$ cat config.mk
export PLATFORM = sky130hd
export DESIGN_NAME = bounded_double_ended_queue_unit
export DESIGN_NICKNAME = d
export VERILOG_FILES = /design/src/rtl/core/bdeq_pkg.sv /design/src/rtl/core/bounded_double_ended_queue_unit.sv /design/src/rtl/core/bdeq_ram.sv /design/src/rtl/core/bdeq_ctrl.sv /design/src/rtl/core/bdeq_dpath.sv
export SDC_FILE = /design/constraint.sdc
export NUM_CORES = 1
export LEC_CHECK = 0
export BUFFER_PORTS_ARGS = -buffer_cell sky130_fd_sc_hd__buf_4
export CAP_MARGIN = 20
export CORE_MARGIN = 2
export CORE_UTILIZATION = 40
export CTS_BUF_LIST = sky130_fd_sc_hd__clkbuf_4
export CTS_CLUSTER_DIAMETER = 150
export DETAILED_ROUTE_END_ITERATION = 10
export HOLD_SLACK_MARGIN = 0.08
export PLACE_DENSITY = 0.58
export SYNTH_ARGS = -nofsm -noshare
export SYNTH_HDL_FRONTEND = slang
export SYNTH_SLANG_ARGS = --single-unit
$ cat constraint.sdc
create_clock -name clk_i -period 4.9 [get_ports clk_i]
set_input_delay 0.98 -clock clk_i [delete_from_list [all_inputs] [get_ports clk_i]]
set_output_delay 0.98 -clock clk_i [all_outputs]
set_load 0.01 [all_outputs]
$ cat src/rtl/core/bdeq_pkg.sv
// shared types and codes for the bounded double-ended queue
package bdeq_pkg;

  localparam int unsigned FuncW   = 2;
  localparam int unsigned ValueW  = 32;
  localparam int unsigned StatusW = 2;

  // request codes
  typedef enum logic [FuncW-1:0] {
    FUNC_PUSH_FRONT = 2'd0,
    FUNC_PUSH_BACK  = 2'd1,
    FUNC_POP_FRONT  = 2'd2,
    FUNC_POP_BACK   = 2'd3
  } func_e;

  // result status codes
  localparam logic [StatusW-1:0] STATUS_OK    = 2'd0;
  localparam logic [StatusW-1:0] STATUS_FULL  = 2'd1;
  localparam logic [StatusW-1:0] STATUS_EMPTY = 2'd2;

  // controller states
  typedef enum logic [1:0] {
    ST_IDLE,
    ST_EXEC,
    ST_DONE
  } state_e;

  // commands from controller to datapath
  typedef struct packed {
    logic load;
    logic exec;
    logic respond;
  } ctl_t;

endpackage

$ cat src/rtl/core/bounded_double_ended_queue_unit.sv
// top level of the bounded double-ended queue
// a request transferred while idle is executed in the exec state and its result is strobed in the done state
// the sequencer takes one request at a time (latch, ram access, respond) and holds busy until back in idle
// the result is shown for one cycle on done_o and the receiver cannot stall it
// reset: asynchronous active-low rst_ni empties the queue (head and count to zero);
// the entry ram is not cleared, only written slots are ever read
module bounded_double_ended_queue_unit #(
  parameter int unsigned DEPTH = 16
) (
  input  logic                                clk_i,
  input  logic                                rst_ni,
  // request side
  input  logic                                start,
  output logic                                busy,
  input  logic [bdeq_pkg::FuncW-1:0]          func_i,
  input  logic signed [bdeq_pkg::ValueW-1:0]  value_i,
  // result side
  output logic                                done_o,
  output logic [bdeq_pkg::StatusW-1:0]        status_o,
  output logic signed [bdeq_pkg::ValueW-1:0]  popped_value_o,
  output logic [$clog2(DEPTH+1)-1:0]          occupancy_o
);
  import bdeq_pkg::*;

  localparam int unsigned AW = $clog2(DEPTH);

  ctl_t              ctl;
  logic              ram_we, ram_re;
  logic [AW-1:0]     ram_waddr, ram_raddr;
  logic [ValueW-1:0] ram_wdata, ram_rdata;

  // sequencer: one transfer in, one result strobe out
  bdeq_ctrl u_ctrl (
    .clk_i  (clk_i),
    .rst_ni (rst_ni),
    .start  (start),
    .busy   (busy),
    .ctl_o  (ctl)
  );

  // ring pointers and result formation
  bdeq_dpath #(
    .DEPTH (DEPTH)
  ) u_dpath (
    .clk_i          (clk_i),
    .rst_ni         (rst_ni),
    .ctl_i          (ctl),
    .func_i         (func_i),
    .value_i        (value_i),
    .ram_we_o       (ram_we),
    .ram_waddr_o    (ram_waddr),
    .ram_wdata_o    (ram_wdata),
    .ram_re_o       (ram_re),
    .ram_raddr_o    (ram_raddr),
    .ram_rdata_i    (ram_rdata),
    .status_o       (status_o),
    .popped_value_o (popped_value_o),
    .occupancy_o    (occupancy_o)
  );

  // entry storage, read data registered and held until the next pop
  bdeq_ram #(
    .Width (ValueW),
    .Depth (DEPTH)
  ) u_ram (
    .clk_i   (clk_i),
    .we_i    (ram_we),
    .waddr_i (ram_waddr),
    .wdata_i (ram_wdata),
    .re_i    (ram_re),
    .raddr_i (ram_raddr),
    .rdata_o (ram_rdata)
  );

  // result strobe lasts exactly the respond cycle
  assign done_o = ctl.respond;

endmodule

$ cat src/rtl/core/bdeq_ram.sv
// generic single-write, single-read ram with registered read data
module bdeq_ram #(
  parameter int unsigned Width = 32,
  parameter int unsigned Depth = 16
) (
  input  logic                     clk_i,
  input  logic                     we_i,
  input  logic [$clog2(Depth)-1:0] waddr_i,
  input  logic [Width-1:0]         wdata_i,
  input  logic                     re_i,
  input  logic [$clog2(Depth)-1:0] raddr_i,
  output logic [Width-1:0]         rdata_o
);

  logic [Width-1:0] mem_q [Depth];
  logic [Width-1:0] rdata_q;

  always_ff @(posedge clk_i) begin
    if (we_i) begin
      mem_q[waddr_i] <= wdata_i;
    end
    if (re_i) begin
      rdata_q <= mem_q[raddr_i];
    end
  end

  assign rdata_o = rdata_q;

endmodule

$ cat src/rtl/core/bdeq_ctrl.sv
// request sequencer: idle, execute, respond
module bdeq_ctrl (
  input  logic            clk_i,
  input  logic            rst_ni,
  input  logic            start,
  output logic            busy,
  output bdeq_pkg::ctl_t  ctl_o
);
  import bdeq_pkg::*;

  state_e state_q, state_d;

  always_ff @(posedge clk_i or negedge rst_ni) begin
    if (!rst_ni) begin
      state_q <= ST_IDLE;
    end else begin
      state_q <= state_d;
    end
  end

  always_comb begin
    state_d = state_q;
    unique case (state_q)
      ST_IDLE: begin
        if (start) begin
          state_d = ST_EXEC;
        end
      end
      ST_EXEC: state_d = ST_DONE;
      ST_DONE: state_d = ST_IDLE;
      default: state_d = ST_IDLE;
    endcase
  end

  always_comb begin
    ctl_o = '0;
    busy  = 1'b1;
    unique case (state_q)
      ST_IDLE: begin
        busy       = 1'b0;
        ctl_o.load = start;
      end
      ST_EXEC: ctl_o.exec    = 1'b1;
      ST_DONE: ctl_o.respond = 1'b1;
      default: busy = 1'b1;
    endcase
  end

endmodule

$ cat src/rtl/core/bdeq_dpath.sv
// ring pointers, occupancy, request registers and result formation
module bdeq_dpath #(
  parameter int unsigned DEPTH = 16
) (
  input  logic                                clk_i,
  input  logic                                rst_ni,
  input  bdeq_pkg::ctl_t                      ctl_i,
  input  logic [bdeq_pkg::FuncW-1:0]          func_i,
  input  logic signed [bdeq_pkg::ValueW-1:0]  value_i,
  // ram side
  output logic                                ram_we_o,
  output logic [$clog2(DEPTH)-1:0]            ram_waddr_o,
  output logic [bdeq_pkg::ValueW-1:0]         ram_wdata_o,
  output logic                                ram_re_o,
  output logic [$clog2(DEPTH)-1:0]            ram_raddr_o,
  input  logic [bdeq_pkg::ValueW-1:0]         ram_rdata_i,
  // result
  output logic [bdeq_pkg::StatusW-1:0]        status_o,
  output logic signed [bdeq_pkg::ValueW-1:0]  popped_value_o,
  output logic [$clog2(DEPTH+1)-1:0]          occupancy_o
);
  import bdeq_pkg::*;

  localparam int unsigned AW = $clog2(DEPTH);
  localparam int unsigned CW = $clog2(DEPTH + 1);
  localparam int unsigned SW = AW + 2;
  localparam logic [AW-1:0] LastSlot = AW'(DEPTH - 1);

  func_e               func_q;
  logic [ValueW-1:0]   value_q;
  logic [AW-1:0]       head_q, head_d;
  logic [CW-1:0]       count_q, count_d;
  logic [StatusW-1:0]  status_q, status_d;
  logic                pop_ok_q, pop_ok_d;

  logic          full, empty;
  logic [AW-1:0] head_dec, head_inc, tail_slot, last_slot;
  logic [SW-1:0] tail_sum;

  assign full  = (count_q == CW'(DEPTH));
  assign empty = (count_q == '0);

  // ring arithmetic modulo DEPTH
  assign head_dec  = (head_q == '0) ? LastSlot : head_q - AW'(1);
  assign head_inc  = (head_q == LastSlot) ? '0 : head_q + AW'(1);
  assign tail_sum  = SW'(head_q) + SW'(count_q);
  assign tail_slot = (tail_sum >= SW'(DEPTH)) ? AW'(tail_sum - SW'(DEPTH)) : AW'(tail_sum);
  assign last_slot = (tail_slot == '0) ? LastSlot : tail_slot - AW'(1);

  always_comb begin
    head_d      = head_q;
    count_d     = count_q;
    status_d    = status_q;
    pop_ok_d    = pop_ok_q;
    ram_we_o    = 1'b0;
    ram_waddr_o = tail_slot;
    ram_re_o    = 1'b0;
    ram_raddr_o = head_q;
    if (ctl_i.exec) begin
      status_d = STATUS_OK;
      pop_ok_d = 1'b0;
      case (func_q)
        FUNC_PUSH_FRONT: begin
          if (full) begin
            status_d = STATUS_FULL;
          end else begin
            ram_we_o    = 1'b1;
            ram_waddr_o = head_dec;
            head_d      = head_dec;
            count_d     = count_q + CW'(1);
          end
        end
        FUNC_PUSH_BACK: begin
          if (full) begin
            status_d = STATUS_FULL;
          end else begin
            ram_we_o    = 1'b1;
            ram_waddr_o = tail_slot;
            count_d     = count_q + CW'(1);
          end
        end
        FUNC_POP_FRONT: begin
          if (empty) begin
            status_d = STATUS_EMPTY;
          end else begin
            ram_re_o    = 1'b1;
            ram_raddr_o = head_q;
            head_d      = head_inc;
            count_d     = count_q - CW'(1);
            pop_ok_d    = 1'b1;
          end
        end
        default: begin
          if (empty) begin
            status_d = STATUS_EMPTY;
          end else begin
            ram_re_o    = 1'b1;
            ram_raddr_o = last_slot;
            count_d     = count_q - CW'(1);
            pop_ok_d    = 1'b1;
          end
        end
      endcase
    end
  end

  assign ram_wdata_o = value_q;

  always_ff @(posedge clk_i or negedge rst_ni) begin
    if (!rst_ni) begin
      head_q   <= '0;
      count_q  <= '0;
      status_q <= STATUS_OK;
      pop_ok_q <= 1'b0;
    end else begin
      head_q   <= head_d;
      count_q  <= count_d;
      status_q <= status_d;
      pop_ok_q <= pop_ok_d;
    end
  end

  // request payload, no reset needed
  always_ff @(posedge clk_i) begin
    if (ctl_i.load) begin
      func_q  <= func_e'(func_i);
      value_q <= value_i;
    end
  end

  assign status_o       = status_q;
  assign popped_value_o = pop_ok_q ? $signed(ram_rdata_i) : '0;
  assign occupancy_o    = count_q;

endmodule

* After elaboration in Yosys (flattened, before gate mapping)
Memory sizes are Yosys's and may differ from the RTL's. A register that Yosys moved wholly into a read port is not among the register bits.
Cells that the tools add are included.
** Storage, ports and cells
- Register bits after elaboration :: 48
- RAM bits :: 512
- Output and inout bits :: 41
- Logic and storage cells :: 71
- Memories kept :: 1
** Memories
- u_ram.mem_q :: depth 16, bits a word 32, read ports 1, clocked after Yosys merged registers in 1, wr ports 1, RTL line bdeq_ram.sv:15 : logic [Width-1:0] mem_q [Depth];
** Cells by class
- $add $sub $neg :: 7
- Order comparisons :: 1
- Equal/unequal tests :: 11
- Multiplexer cells :: 34
- Reductions and logical operators :: 10
** Operators with widths (count)
- $mux 4 :: 12
- $mux 32 :: 1
- $mux 5 :: 3
- $mux 1 :: 13
- $sub 4x1->4 const B :: 3
- $ne 2x2->1 const B :: 5
- $logic_not 4->1 :: 2
- $pmux 4 s2 :: 1
- $add 4x5->6 :: 1
- $ge 6x5->1 const B :: 1
- $mux 2 :: 3
- $add 5x1->5 const B :: 1
- $eq 5x5->1 const B :: 1
- $logic_not 5->1 :: 1
- $sub 5x1->5 const B :: 1
- $add 4x1->4 const B :: 1
- $eq 2x1->1 const B :: 2
- $eq 2x2->1 const B :: 2
- $eq 4x4->1 const B :: 1
- $logic_not 2->1 :: 2
- $pmux 2 s2 :: 1
- $reduce_and 4->1 :: 1
- $reduce_and 3->1 :: 1
- $reduce_or 3->1 :: 1
- 2 further kinds :: 2

* Longest topological paths before layout
Gate-level depths: netlist of the first run.
- Depth in word-level cells :: 8
- Gate-level depth with buffers :: 11

* By module
Synthesis of the first run repeated with hierarchy kept, for this count alone.
** Second synthesis, totals
- Cells, all modules :: 1036
- Area, all modules :: 22639.2 um^2
** Modules (own cells, without submodules)
- bdeq_ram :: instances 1, cells each 838, area each 20155.6 um^2, seq. area each 16335.7 um^2
- bdeq_dpath :: instances 1, cells each 189, area each 2386.0 um^2, seq. area each 1321.3 um^2
- bdeq_ctrl :: instances 1, cells each 9, area each 97.6 um^2, seq. area each 50.0 um^2

* Worst setup path before layout of the first run
OpenSTA, ideal clock, no wires.
- Kind :: register -> register
- Start :: register u_dpath.count_q[0], in the netlist u_dpath.occupancy_o[0]
- End :: memory u_ram.mem_q[12][0] (enable)
- Setup time :: 0.421 ns
- Data arrival time :: 3.192 ns
- Required time :: 4.479 ns
- Slack :: 1.287 ns
- Cell stages (with the launch flop) :: 7
- Buffers on the path :: 0
- Clock period less this slack :: 3.613 ns
- Path through :: dfrtp_1 -> ha_1 -> fa_1 -> xor2_1 -> mux2i_1 -> or2_2 -> nor2_1
** Between the ends
- Longest elaborated chain between the ends :: 6
** RTL lines
- start: declaration :: RTL line bdeq_dpath.sv:32 : logic [CW-1:0] count_q, count_d;
- start signal: assignment :: RTL line bdeq_dpath.sv:117 : count_q <= count_d;
- $add 4x5->6 / $eq 5x5->1 (equally long branches) :: RTL line bdeq_dpath.sv:46, bdeq_dpath.sv:40
- $ge 6x5->1 (tied with other cells) :: RTL line bdeq_dpath.sv:47 : assign tail_slot = (tail_sum >= SW'(DEPTH)) ? AW'(tail_sum - SW'(DEPTH)) : AW'(tail_sum);
- $mux 4 / $mux 1 (equally long branches)
- $mux 4 / $mux 1 (equally long branches) :: RTL line bdeq_dpath.sv:64, bdeq_dpath.sv:59
- $mux 4 / $mux 1 (equally long branches)
- $mux 4 / $mux 1 (equally long branches) :: RTL line bdeq_dpath.sv:59, bdeq_ram.sv:20
- end: declaration :: RTL line bdeq_ram.sv:15
Several ways; a longest one is shown, not always the timed one.

* Final worst setup path of the first run
- Start :: register u_dpath.head_q[0]
- End :: register u_ram.rdata_q[16], in the netlist u_ram.rdata_o[16] (read register of u_ram.mem_q) (data pin)
** Between the ends
- Longest elaborated chain between the ends :: 8
** RTL lines
- start: declaration :: RTL line bdeq_dpath.sv:31 : logic [AW-1:0] head_q, head_d;
- start signal: assignment :: RTL line bdeq_dpath.sv:111 : head_q <= '0;
- start signal: assignment :: RTL line bdeq_dpath.sv:116 : head_q <= head_d;
- $add 4x5->6 :: RTL line bdeq_dpath.sv:46 : assign tail_sum = SW'(head_q) + SW'(count_q);
- $ge 6x5->1 / $sub 4x1->4 (equally long branches) :: RTL line bdeq_dpath.sv:47
- $mux 4 :: RTL line bdeq_dpath.sv:47
- $sub 4x1->4 / $logic_not 4->1 (equally long branches) :: RTL line bdeq_dpath.sv:48 : assign last_slot = (tail_slot == '0) ? LastSlot : tail_slot - AW'(1);
- $mux 4 :: RTL line bdeq_dpath.sv:48
- $mux 4 :: RTL line bdeq_dpath.sv:94 : if (empty) begin
- $mux 4
- $mux 4 (*) :: RTL line bdeq_dpath.sv:59 : if (ctl_i.exec) begin
- end: declaration :: RTL line bdeq_ram.sv:16 : logic [Width-1:0] rdata_q;
Mark *: on every way between the ends. The rest lies on a longest branch, timed or not.
A chain may end at the register's enable or synchronous reset.

==> flow_summary.toml, run 1 <==
[synthesis]
synth_top_family_by_area = "compound AO/OA/AOI/OAI gates"
ys.flop_type = "edfxtp_1"
synth_xor_xnor_area_share_pct = 0.4158
synth_compound_area_share_pct = 13.39
synth_mux_area_share_pct = 0.4266
yosys.area_share.simple_pct = 6.227
seq_area_frac_synth_pct = 76.43
synth_fa_ha_area_share_pct = 0.7129
synth_nets = 1629
synth_edf_count = 578
yosysUniqueCellTypes = 46
ys_seq_elements = 592
async_flop_share_pct = 2.365
avgSynthCellArea_sq_um = 14.66
ys_warn_count = 0
synth.cell_area_sq_um = 23170
synthCells = 1580

[sta]
period_share_pct = 89.01
hold_ws_ps = 185.5
worst_pin_slew_ps = 1001
fin_skew_ps = 52.42
finalMaxSlewViolations = 0
fmax_mhz = 229.3
maxSlewHeadroom_pct = 32.67
setup_tns_ps = 0
final-setup-viol-count = 0
fin_crit_ps = 4361
rsz0062_at_grt = "no"
finalHoldViolCount = 0
setup_slack_ps = 538.5

[placement]
port_buffers = 77
pre_cts_slack_ps = 595.5
hpwl_mm = 30.84
place_congestion = 0.7869
dp_cells = 2358

[pwr]
internal_power_w = 0.01035
report.power.total_w = 0.01600
ir_drop_v = 0.0005919
cellLeakagePower_nw = 9.321
seqPwrFrac_pct = 39.6
switching_share_pct = 35.31
p_comb_share_pct = 34.2
p_switching_w = 0.005649
power.density_nw_per_um2 = 598.7
power_frac_clock_pct = 26.1

[clocking]
cts.clk_slew.worst_paths_ps = 60
numCtsBuffers = 155
cts_setup_buffers = 0
clk_latency_ps = 980
ctsLongestPathBuffers = 3
clock-sinks = 592
clockRootBuffer = "clkbuf_4"
htreeDepth = 4
cts_tree = "yes"

[hold_path]
holdCritPathClass = "in -> reg"

[worst_setup_path]
critical_path_class = "reg -> reg"
worst-endpoint-required_ps = 5720
cp.arrival_ps = 5180
crit_fanout = 29
end_kind = "flop"
worstSetupStartpointType = "flop"

[detailed_routing]
viasPerCell = 5.443
firstDrtPassIters = 10
wl_mm = 57.81
antenna_left = 0
vias = 14244
routedWlPerCell_um = 22.09
drc = 2
drt_iter0_markers = 1157

[layout]
nNetsFinal = 1800
multiInputGateArea_sq_um = 5087
fillers = 5170
syn2layout_area_growth_pct = 15.33
finalNonFillerCells = 2617
drive_gt1_share_pct = 21.18
seqCellArea_sq_um = 17710

[grt]
grt_usage_pct = 19.57
grt_pass1_wl_mm = 86.81
gr-total-overflow = 0
grt_max_degree = 163
antenna_found_initial = 3
grt_pass1_vias = 14222

[floorplan]
core_region_area_sq_um = 57480
io_pins = 78
initial_core_util_pct = 40.31
die_width_um = 244.7
fp.dieH_um = 244.7
dieArea_sq_um = 59860
rows = 88

[status]
violations = "DRC"
status = "complete, but fails checks"

[flow_run]
cap_violations = 0
-- worst max-delay path, cell delays in order, from the launching register on --
cell	delay (ps)
dfrtp_1	570
ha_1	260
fa_1	450
inv_1	140
ha_1	200
a21oi_1	60
o211a_1	210
o31ai_1	830
nand2_2	800
buf_4	410
o22ai_1	180
a221o_1	130
-- registers in the layout (all words and copies together), names as in the netlist --
name	flops
u_dpath.status_o	2
u_ctrl.state_q	2
u_ram.mem_q	512
u_dpath.func_q	2
u_ram.rdata_o	32
u_dpath.ram_wdata_o	32
u_dpath.occupancy_o	5
u_dpath.head_q	4
u_dpath.pop_ok_q	1
-- placed cells by master (no fill, tap or decap), types with 5 or more instances in the layout --
master / count
buf_4: 110
xnor2_1: 5
o21ai_0: 10
ha_1: 10
inv_1: 11
a21oi_1: 263
buf_12: 8
nor2_4: 20
a22o_1: 64
dfrtp_1: 14
xor2_1: 6
clkinv_1: 13
o22ai_1: 31
clkbuf_4: 229
edfxtp_1: 578
a221o_1: 31
nand2_1: 274
diode_2: 6
nor2_1: 10
and2_1: 32
a22oi_1: 65
-- cell usage after synthesis, types with 2 or more instances --
library cell / count / area, sq um
a21oi_1: 263 / 1316
a22oi_1: 65 / 488.0
a22o_1: 64 / 560.5
fa_1: 2 / 40.04
nand3_1: 4 / 20.02
ha_1: 10 / 125.1
clkbuf_1: 40 / 150.1
xnor2_1: 5 / 43.79
a221o_1: 31 / 310.3
nand2_1: 276 / 1036
o22ai_1: 31 / 193.9
o31ai_1: 2 / 15.01
xor2_1: 6 / 52.55
nor2_1: 30 / 112.6
buf_1: 7 / 26.28
mux2i_1: 5 / 50.05
a31oi_1: 2 / 12.51
mux2_2: 3 / 33.78
and2_1: 32 / 200.2
buf_6: 7 / 78.83
nand2b_1: 4 / 25.02
o21ai_0: 10 / 50.05
inv_1: 11 / 41.29
o211ai_1: 3 / 22.52
a21o_1: 4 / 30.03
dfrtp_1: 14 / 350.3
or2_2: 2 / 12.51
buf_2: 52 / 260.3
edfxtp_1: 578 / 17360
-- power by group through the flow --
| stage | Combinational (W) | Clock (W) | Sequential (W) |
|---|---|---|---|
| final | 0.00547 | 0.00418 | 0.00634 |
| after global routing | 0.00601 | 0.00455 | 0.00638 |
| after CTS | 0.00551 | 0.00431 | 0.00635 |
| after detailed placement | 0.00550 | 0 | 0.00645 |
| after global placement | 0.00538 | 0 | 0.00644 |
| after floorplan | 0.00383 | 0 | 0.00632 |
-- routing by layer --
layer	part of all wire (%)	global-route usage (%)
met5	0.022	0
met3	6.3	4.570
met2	49	31.49
met1	43	25.44
met4	2.5	8.447
-- through the flow --
| stage | instance area [sq um] | util [%] |
|---|---|---|
| after floorplan | 23170 | - |
| after detailed placement | 24810 | 43.16 |
| after global placement | 24780 | 43.11 |
| after global routing | 26720 | 46.49 |
| final | 26720 | 46.49 |
| after CTS | 26710 | 46.46 |
-- logic make-up (layout without fill, tap and decap cells) --
group                      count (synthesis)  after routing
buffers and inverters                    117            383
and+or+nand+nor                          353            353
other                                      0              6
DFF                                      592            592
xor gates and xnor gates                  11             11
adders and majority gates                 12             12
AOI/OAI and AO/OA                        486            486
muxes                                      9              9
-- path summary, 6_finish.rpt --
check	start	endpoint	slack [ps]	depth (start not counted)
setup / recovery	u_dpath.head_q[0]$_DFFE_PN0P_	u_ram.rdata_o[16]$_DFFE_PP_	540	11
hold reg to reg	u_dpath.status_o[1]$_DFFE_PN0N_	u_dpath.status_o[1]$_DFFE_PN0N_	520	2
max in group asynchronous	rst_ni	u_ctrl.state_q[1]$_DFFE_PN0P_	4280	2
setup reg to reg	u_dpath.head_q[0]$_DFFE_PN0P_	u_ram.rdata_o[16]$_DFFE_PP_	540	11
hold / removal	value_i[9]	u_dpath.ram_wdata_o[9]$_DFFE_PP_	190	1
min in group asynchronous	rst_ni	u_dpath.head_q[2]$_DFFE_PN0P_	420	2
-- final cells by class --
type	count	share of cell area, %
Timing Repair Buffer	120	3.830
Tap cell	765	3.582
Clock buffer	229	6.434
Inverter	11	0.1545
Clock inverter	23	0.6368
Antenna cell	6	0.05619
Sequential cell	592	66.27
Multi-Input combinational cell	871	19.04
-- timing repair --
action / CTS / global route
hold endpoints to repair: 14 / 0
hold buffers: 1 / 0
gates resized for setup: 0 / 0
endpoints found under the setup margin: 0 / 0
No activity file was read; power rests on OpenSTA's default activity.
==> inputs of run 2 (changes only) <==
==> constraint.sdc (replaced) <==
create_clock -name clk_i -period 5.65 [get_ports clk_i]
set_input_delay 1.13 -clock clk_i [delete_from_list [all_inputs] [get_ports clk_i]]
set_output_delay 1.13 -clock clk_i [all_outputs]
set_load 0.01 [all_outputs]
==> run 2 against run 1 <==
The flow now finishes without violations. Register-to-register slack improved by 840 ps. Cell count fell by 0.53%. Power down 14%. Maximum frequency grew 2.0%. Setup slack better by 840 ps. Global-route usage fell by 0.44 points. Highest routed layer is now met4.
==> flow_summary.toml, run 2 (synthesis results as in run 1) <==
[sta]
worst_pin_slew_ps = 1040
finalHoldViolCount = 0
setup_tns_ps = 0
fin_crit_ps = 4275
final-setup-viol-count = 0
setup_slack_ps = 1375
finalMaxSlewViolations = 0
fmax_mhz = 233.9
rsz0062_at_grt = "no"
fin_skew_ps = 55.62
period_share_pct = 75.66
maxSlewHeadroom_pct = 30.45

[detailed_routing]
drc = 0
routedWlPerCell_um = 21.85
drt_iter0_markers = 1228
antenna_left = 0
vias = 14072
viasPerCell = 5.406
wl_mm = 56.87
firstDrtPassIters = 5

[clocking]
clockRootBuffer = "clkbuf_4"
clk_latency_ps = 1000
cts_setup_buffers = 0
ctsLongestPathBuffers = 3
clock-sinks = 592
htreeDepth = 4
cts_tree = "yes"
cts.clk_slew.worst_paths_ps = 70
numCtsBuffers = 153

[grt]
grt.met2_usage_pct = 29.54
grt_usage_pct = 19.13
antenna_found_initial = 1
gr-total-overflow = 0
grt_pass1_wl_mm = 84.90
met3_usage_pct = 4.570
use_met1_pct = 26.42
grt_max_degree = 139
top_usage_layer = "met2"
grt_pass1_vias = 13910

[placement]
port_buffers = 77
pre_cts_slack_ps = 1414
hpwl_mm = 28.24
place_congestion = 0.7700

[layout]
layout_common_cells = "edfxtp_1 (578), nand2_1 (274), a21oi_1 (263), clkbuf_4 (227), buf_4 (100)"
multiInputGateArea_sq_um = 5087
drive_gt1_share_pct = 20.80
seqCellArea_sq_um = 17710
layout_commonest_cell = "edfxtp_1"
top_register = "u_ram.mem_q"
syn2layout_area_growth_pct = 14.75
largest_reg_flops = 512
fillers = 5087
nNetsFinal = 1784

[worst_setup_path]
r2r_slack_ps = 1380
worstSetupStartpointType = "flop"
critical_path.most_common_cell = "ha_1"
slowest_delay_ps = 860
cp_cell_sequence = "ha_1 -> fa_1 -> inv_1 -> ha_1 -> a21oi_1 -> o211a_1 -> o31ai_1 -> nand2_2 -> o22ai_1 -> a221o_1"
r2r_start = "u_dpath.head_q[0]$_DFFE_PN0P_"
cp.arrival_ps = 5110
cp_slowest_cell = "nand2_2"
ff2ff_path_depth = 10
crit_family = "compound AO/OA/AOI/OAI gates"
critical_path_buf_inv_count = 1
end_kind = "flop"
critical_path_class = "reg -> reg"
timing.rr.end = "u_ram.rdata_o[17]$_DFFE_PP_"
worst-endpoint-required_ps = 6480
crit_fanout = 32

[hold_path]
hp-start = "value_i[8]"
min_to = "u_dpath.ram_wdata_o[8]$_DFFE_PP_"
holdCritPathClass = "in -> reg"
holdPathStages = 1

[floorplan]
core_region_area_sq_um = 57480
rows = 88
dieArea_sq_um = 59860
fp.dieH_um = 244.7
initial_core_util_pct = 40.31
io_pins = 78
die_width_um = 244.7

[pwr]
ir_drop_v = 0.0004230
power.density_nw_per_um2 = 518.2
cellLeakagePower_nw = 9.224

[status]
status = "complete, no violations"

[flow_run]
cap_violations = 0
-- run 2: how the worst max path moves through the flow --
stage | start | endpoint | slack [ps] | cells after the start
6_report | u_dpath.head_q[0]$_DFFE_PN0P_ | u_ram.rdata_o[17]$_DFFE_PP_ | 1380 | 10
5_1_grt | u_dpath.head_q[0]$_DFFE_PN0P_ | u_ram.rdata_o[29]$_DFFE_PP_ | 1070 | 10
4_1_cts | u_dpath.head_q[0]$_DFFE_PN0P_ | u_ram.rdata_o[17]$_DFFE_PP_ | 1360 | 10
3_5_place_dp | u_dpath.head_q[0]$_DFFE_PN0P_ | u_ram.rdata_o[8]$_DFFE_PP_ | 1410 | 10
3_3_place_gp | u_dpath.head_q[0]$_DFFE_PN0P_ | u_ram.rdata_o[14]$_DFFE_PP_ | 1560 | 10
2_1_floorplan | u_dpath.occupancy_o[0]$_DFFE_PN0P_ | u_ram.mem_q[12][0]$_DFFE_PP_ | 2040 | 6
-- run 2: power by group --
| part | internal [W] | switching (W) |
|---|---|---|
| clock network | 0.00196 | 0.00170 |
| registers | 0.00526 | 0.000218 |
| logic | 0.00169 | 0.00295 |
-- run 2: cell type report --
class,instances,share of cell area (%)
inverter,11,0.1553
clock inverter,25,0.8001
timing repair buffer,106,3.238
sequential,592,66.60
multi-input combinational,871,19.14
clock buffer,227,6.410
tap,765,3.600
antenna,6,0.05648
-- run 2: what timing repair did --
action,CTS,global route
hold endpoints to repair,14,0
hold buffers,1,0
gates resized for setup,0,0
-- run 2: per-stage QoR --
step | util, % | total power (W) | cell area (sq um) | std cells | hold slack, ps
global route | 46.23 | 0.01463 | 26570 | 2598 | 233.5
global placement | 42.88 | 0.01014 | 24640 | 2344 | 465.8
finish | 46.26 | 0.01378 | 26590 | 2603 | 303.0
CTS | 46.23 | 0.01392 | 26570 | 2597 | 191.5
floorplan | - | 0.008810 | 23170 | 1580 | 516.8
detailed placement | 42.88 | 0.01023 | 24640 | 2344 | 471.3
-- run 2: layer usage --
metal,wire length [um],share of wire [%]
met2,26610,47
met4,1125,2.0
met5,0,0
met1,25310,45
met3,3818,6.7
==> inputs of run 3 (changes only) <==
--- a/config.mk
+++ b/config.mk
@@ -5,6 +5,7 @@
 export SDC_FILE = /design/constraint.sdc
 export NUM_CORES = 1
 export LEC_CHECK = 0
+export ABC_AREA = 1
 export BUFFER_PORTS_ARGS = -buffer_cell sky130_fd_sc_hd__buf_4
 export CAP_MARGIN = 20
 export CORE_MARGIN = 2
==> constraint.sdc (replaced) <==
create_clock -name clk_i -period 4.1 [get_ports clk_i]
set_input_delay 0.82 -clock clk_i [delete_from_list [all_inputs] [get_ports clk_i]]
set_output_delay 0.82 -clock clk_i [all_outputs]
set_load 0.01 [all_outputs]
==> run 3 against run 2 <==
Global-route usage rose by 2.1 points. Sequential power rose by 38%. Via count is 27% higher. Power up 38%. Flip-flop and latch count is the same. Cell count rose by 39%. First-iteration DRC count is 39% higher. Die area grew 12%. Setup slack got worse by 620 ps. Count of clock-buffer cells in the layout stayed put. Highest routed layer unchanged.
==> flow_summary.toml, run 3 <==
[synthesis]
synth_compound_area_share_pct = 0.6389
yosysUniqueCellTypes = 29
synthCells = 2467
yosys.area_share.simple_pct = 19.60
avgSynthCellArea_sq_um = 10.56
synth_common_cells = "nand3_1 (621), edfxtp_1 (578), inv_1 (572)"
synth_top_family_by_area = "simple AND/OR/NAND/NOR gates"
synth_fa_ha_area_share_pct = 0.6341
synth_xor_xnor_area_share_pct = 0.2354
yosys.cell_count.top_type = "nand3_1"
synth_top_area_share_pct = 66.64
synth.cell_area_sq_um = 26040
synth_area_leader_cell = "edfxtp_1"
synth_nets = 2516
synth_mux_area_share_pct = 0
synthTopCellsByArea = "edfxtp_1 (67%), nand3_1 (12%), inv_1 (8.2%), nand2_1 (6.7%), dfrtp_1 (1.3%)"
ys_seq_elements = 592
ys_warn_count = 0
seq_area_frac_synth_pct = 67.99
synth_edf_count = 578
async_flop_share_pct = 2.365
ys.flop_type = "edfxtp_1"

[floorplan]
io_pins = 78
core_region_area_sq_um = 64460
rows = 93
die_width_um = 259.2
dieArea_sq_um = 67170
fp.dieH_um = 259.2
initial_core_util_pct = 40.40

[pwr]
p_switching_w = 0.007144
cellLeakagePower_nw = 13.08
internal_power_w = 0.01186
switching_share_pct = 37.59
power_frac_clock_pct = 27.0
p_comb_share_pct = 33.3
ir_drop_v = 0.0005516
seqPwrFrac_pct = 39.7
power.density_nw_per_um2 = 632.9

[worst_setup_path]
slowest_delay_ps = 610
critical_path.most_common_cell = "nand3_1"
crit_family = "adder cells"
cp.arrival_ps = 4240
r2r_slack_ps = 750
crit_fanout = 56
cp_slowest_cell = "nand2_4"
worstSetupStartpointType = "flop"
critical_path_buf_inv_count = 2
cp_cell_sequence = "ha_1 -> fa_1 -> inv_1 -> ha_1 -> nand2_1 -> nand2_4 -> buf_4 -> nand3_1 -> nand3_1 -> nand3_1 -> nand2_1"
critical_path_class = "reg -> reg"
worst-endpoint-required_ps = 5000
end_kind = "flop"

[clocking]
clockRootBuffer = "clkbuf_4"
ctsResizeCount = 0
cts.clk_slew.worst_paths_ps = 70
clk_latency_ps = 1020
htreeDepth = 4
clock-sinks = 592
numCtsBuffers = 158
ctsLongestPathBuffers = 3
cts_tree = "yes"

[grt]
grt_pass1_wl_mm = 105.9
grt_max_degree = 162
grt_pass1_vias = 17914
grt_usage_pct = 21.26
gr-total-overflow = 0
antenna_found_initial = 2

[sta]
worst_pin_slew_ps = 1053
fin_skew_ps = 52.27
fin_crit_ps = 3345
maxSlewHeadroom_pct = 29.79
finalMaxSlewViolations = 0
fmax_mhz = 298.9
final-setup-viol-count = 0
period_share_pct = 81.60
setup_tns_ps = 0
finalHoldViolCount = 0
rsz0062_at_grt = "no"

[layout]
layout_commonest_cell = "nand3_1"
fillers = 5991
largest_reg_flops = 512
layout_common_cells = "nand3_1 (621), edfxtp_1 (578), inv_1 (571), nand2_1 (459), clkbuf_4 (227)"
drive_gt1_share_pct = 14.70
top_register = "u_ram.mem_q"
nNetsFinal = 2710
design_area_sq_um = 30030
syn2layout_area_growth_pct = 15.29

[detailed_routing]
drc = 0
routedWlPerCell_um = 19.25
vias = 17922
drt_iter0_markers = 1703
antenna_left = 0
wl_mm = 69.79
firstDrtPassIters = 6
viasPerCell = 4.943

[placement]
place_area_sq_um = 27690
hpwl_mm = 36.34
place_congestion = 0.8129
port_buffers = 77

[hold_path]
holdCritPathClass = "in -> async"

[status]
status = "complete, no violations"

[flow_run]
cap_violations = 0
[run 3: cells by family after synthesis]
family,after synthesis
AO/OA/AOI/OAI,30
XOR/XNOR,7
buffers and inverters,699
AND/OR/NAND/NOR,1127
flip-flops,592
adder cells (fa/ha/maj),12
[run 3: routing by layer]
layer	global-route usage, %	part of all wire (%)
met1	27.19	42
met2	34.62	48
met3	4.433	7.1
met4	10.17	3.7
met5	0	0
[run 3: power groups by stage]
stage	registers (W)	logic [W]	clock network, W
floorplan	0.00752	0.00434	0
detailed placement	0.00767	0.00630	0
global placement	0.00766	0.00622	0
finish	0.00754	0.00633	0.00514
CTS	0.00755	0.00636	0.00528
global route	0.00758	0.00702	0.00558
[run 3: path summary, 6_finish.rpt]
kind | end | cells after the start | startpoint
worst max register to register | u_ram.rdata_o[16]$_DFFE_PP_ | 11 | u_dpath.head_q[0]$_DFFE_PN0P_
max in group asynchronous | u_dpath.head_q[1]$_DFFE_PN0P_ | 2 | rst_ni
worst max-delay path | u_ram.rdata_o[16]$_DFFE_PP_ | 11 | u_dpath.head_q[0]$_DFFE_PN0P_
min in group clk_i | u_ctrl.state_q[1]$_DFFE_PN0P_ | 1 | u_ctrl.state_q[1]$_DFFE_PN0P_
worst min-delay path | u_dpath.head_q[3]$_DFFE_PN0P_ | 2 | rst_ni
worst min register to register | u_ctrl.state_q[1]$_DFFE_PN0P_ | 1 | u_ctrl.state_q[1]$_DFFE_PN0P_
[run 3: final cells by class]
class	count	area, sq um	share of cell area, %
antenna	3	7.507	0.02500
clock buffer	227	1704	5.675
clock inverter	40	266.5	0.8876
inverter	575	2158	7.188
multi-input combinational	1176	5660	18.85
sequential	592	17710	58.98
tap	855	1070	3.563
timing repair buffer	158	1451	4.834
[run 3: timing repair]
item,4_1_cts,5_1_grt
buffers inserted,0,0
hold buffers,36,0
endpoints found under the hold margin,49,0
[run 3: through the flow]
step           total power [W]  instances  utilization [%]  hold slack (ps)  setup slack, ps
3_5_place_dp           0.01397       3320            42.95            495.4            802.2
3_3_place_gp           0.01388       3320            42.95            490.1            843.4
4_1_cts                0.01918       3623            46.57            122.0            723.1
2_1_floorplan          0.01186       2467                -            466.4            649.6
5_1_grt                0.02017       3625            46.57            147.9            507.3
6_report               0.01900       3626            46.58            189.3            754.5
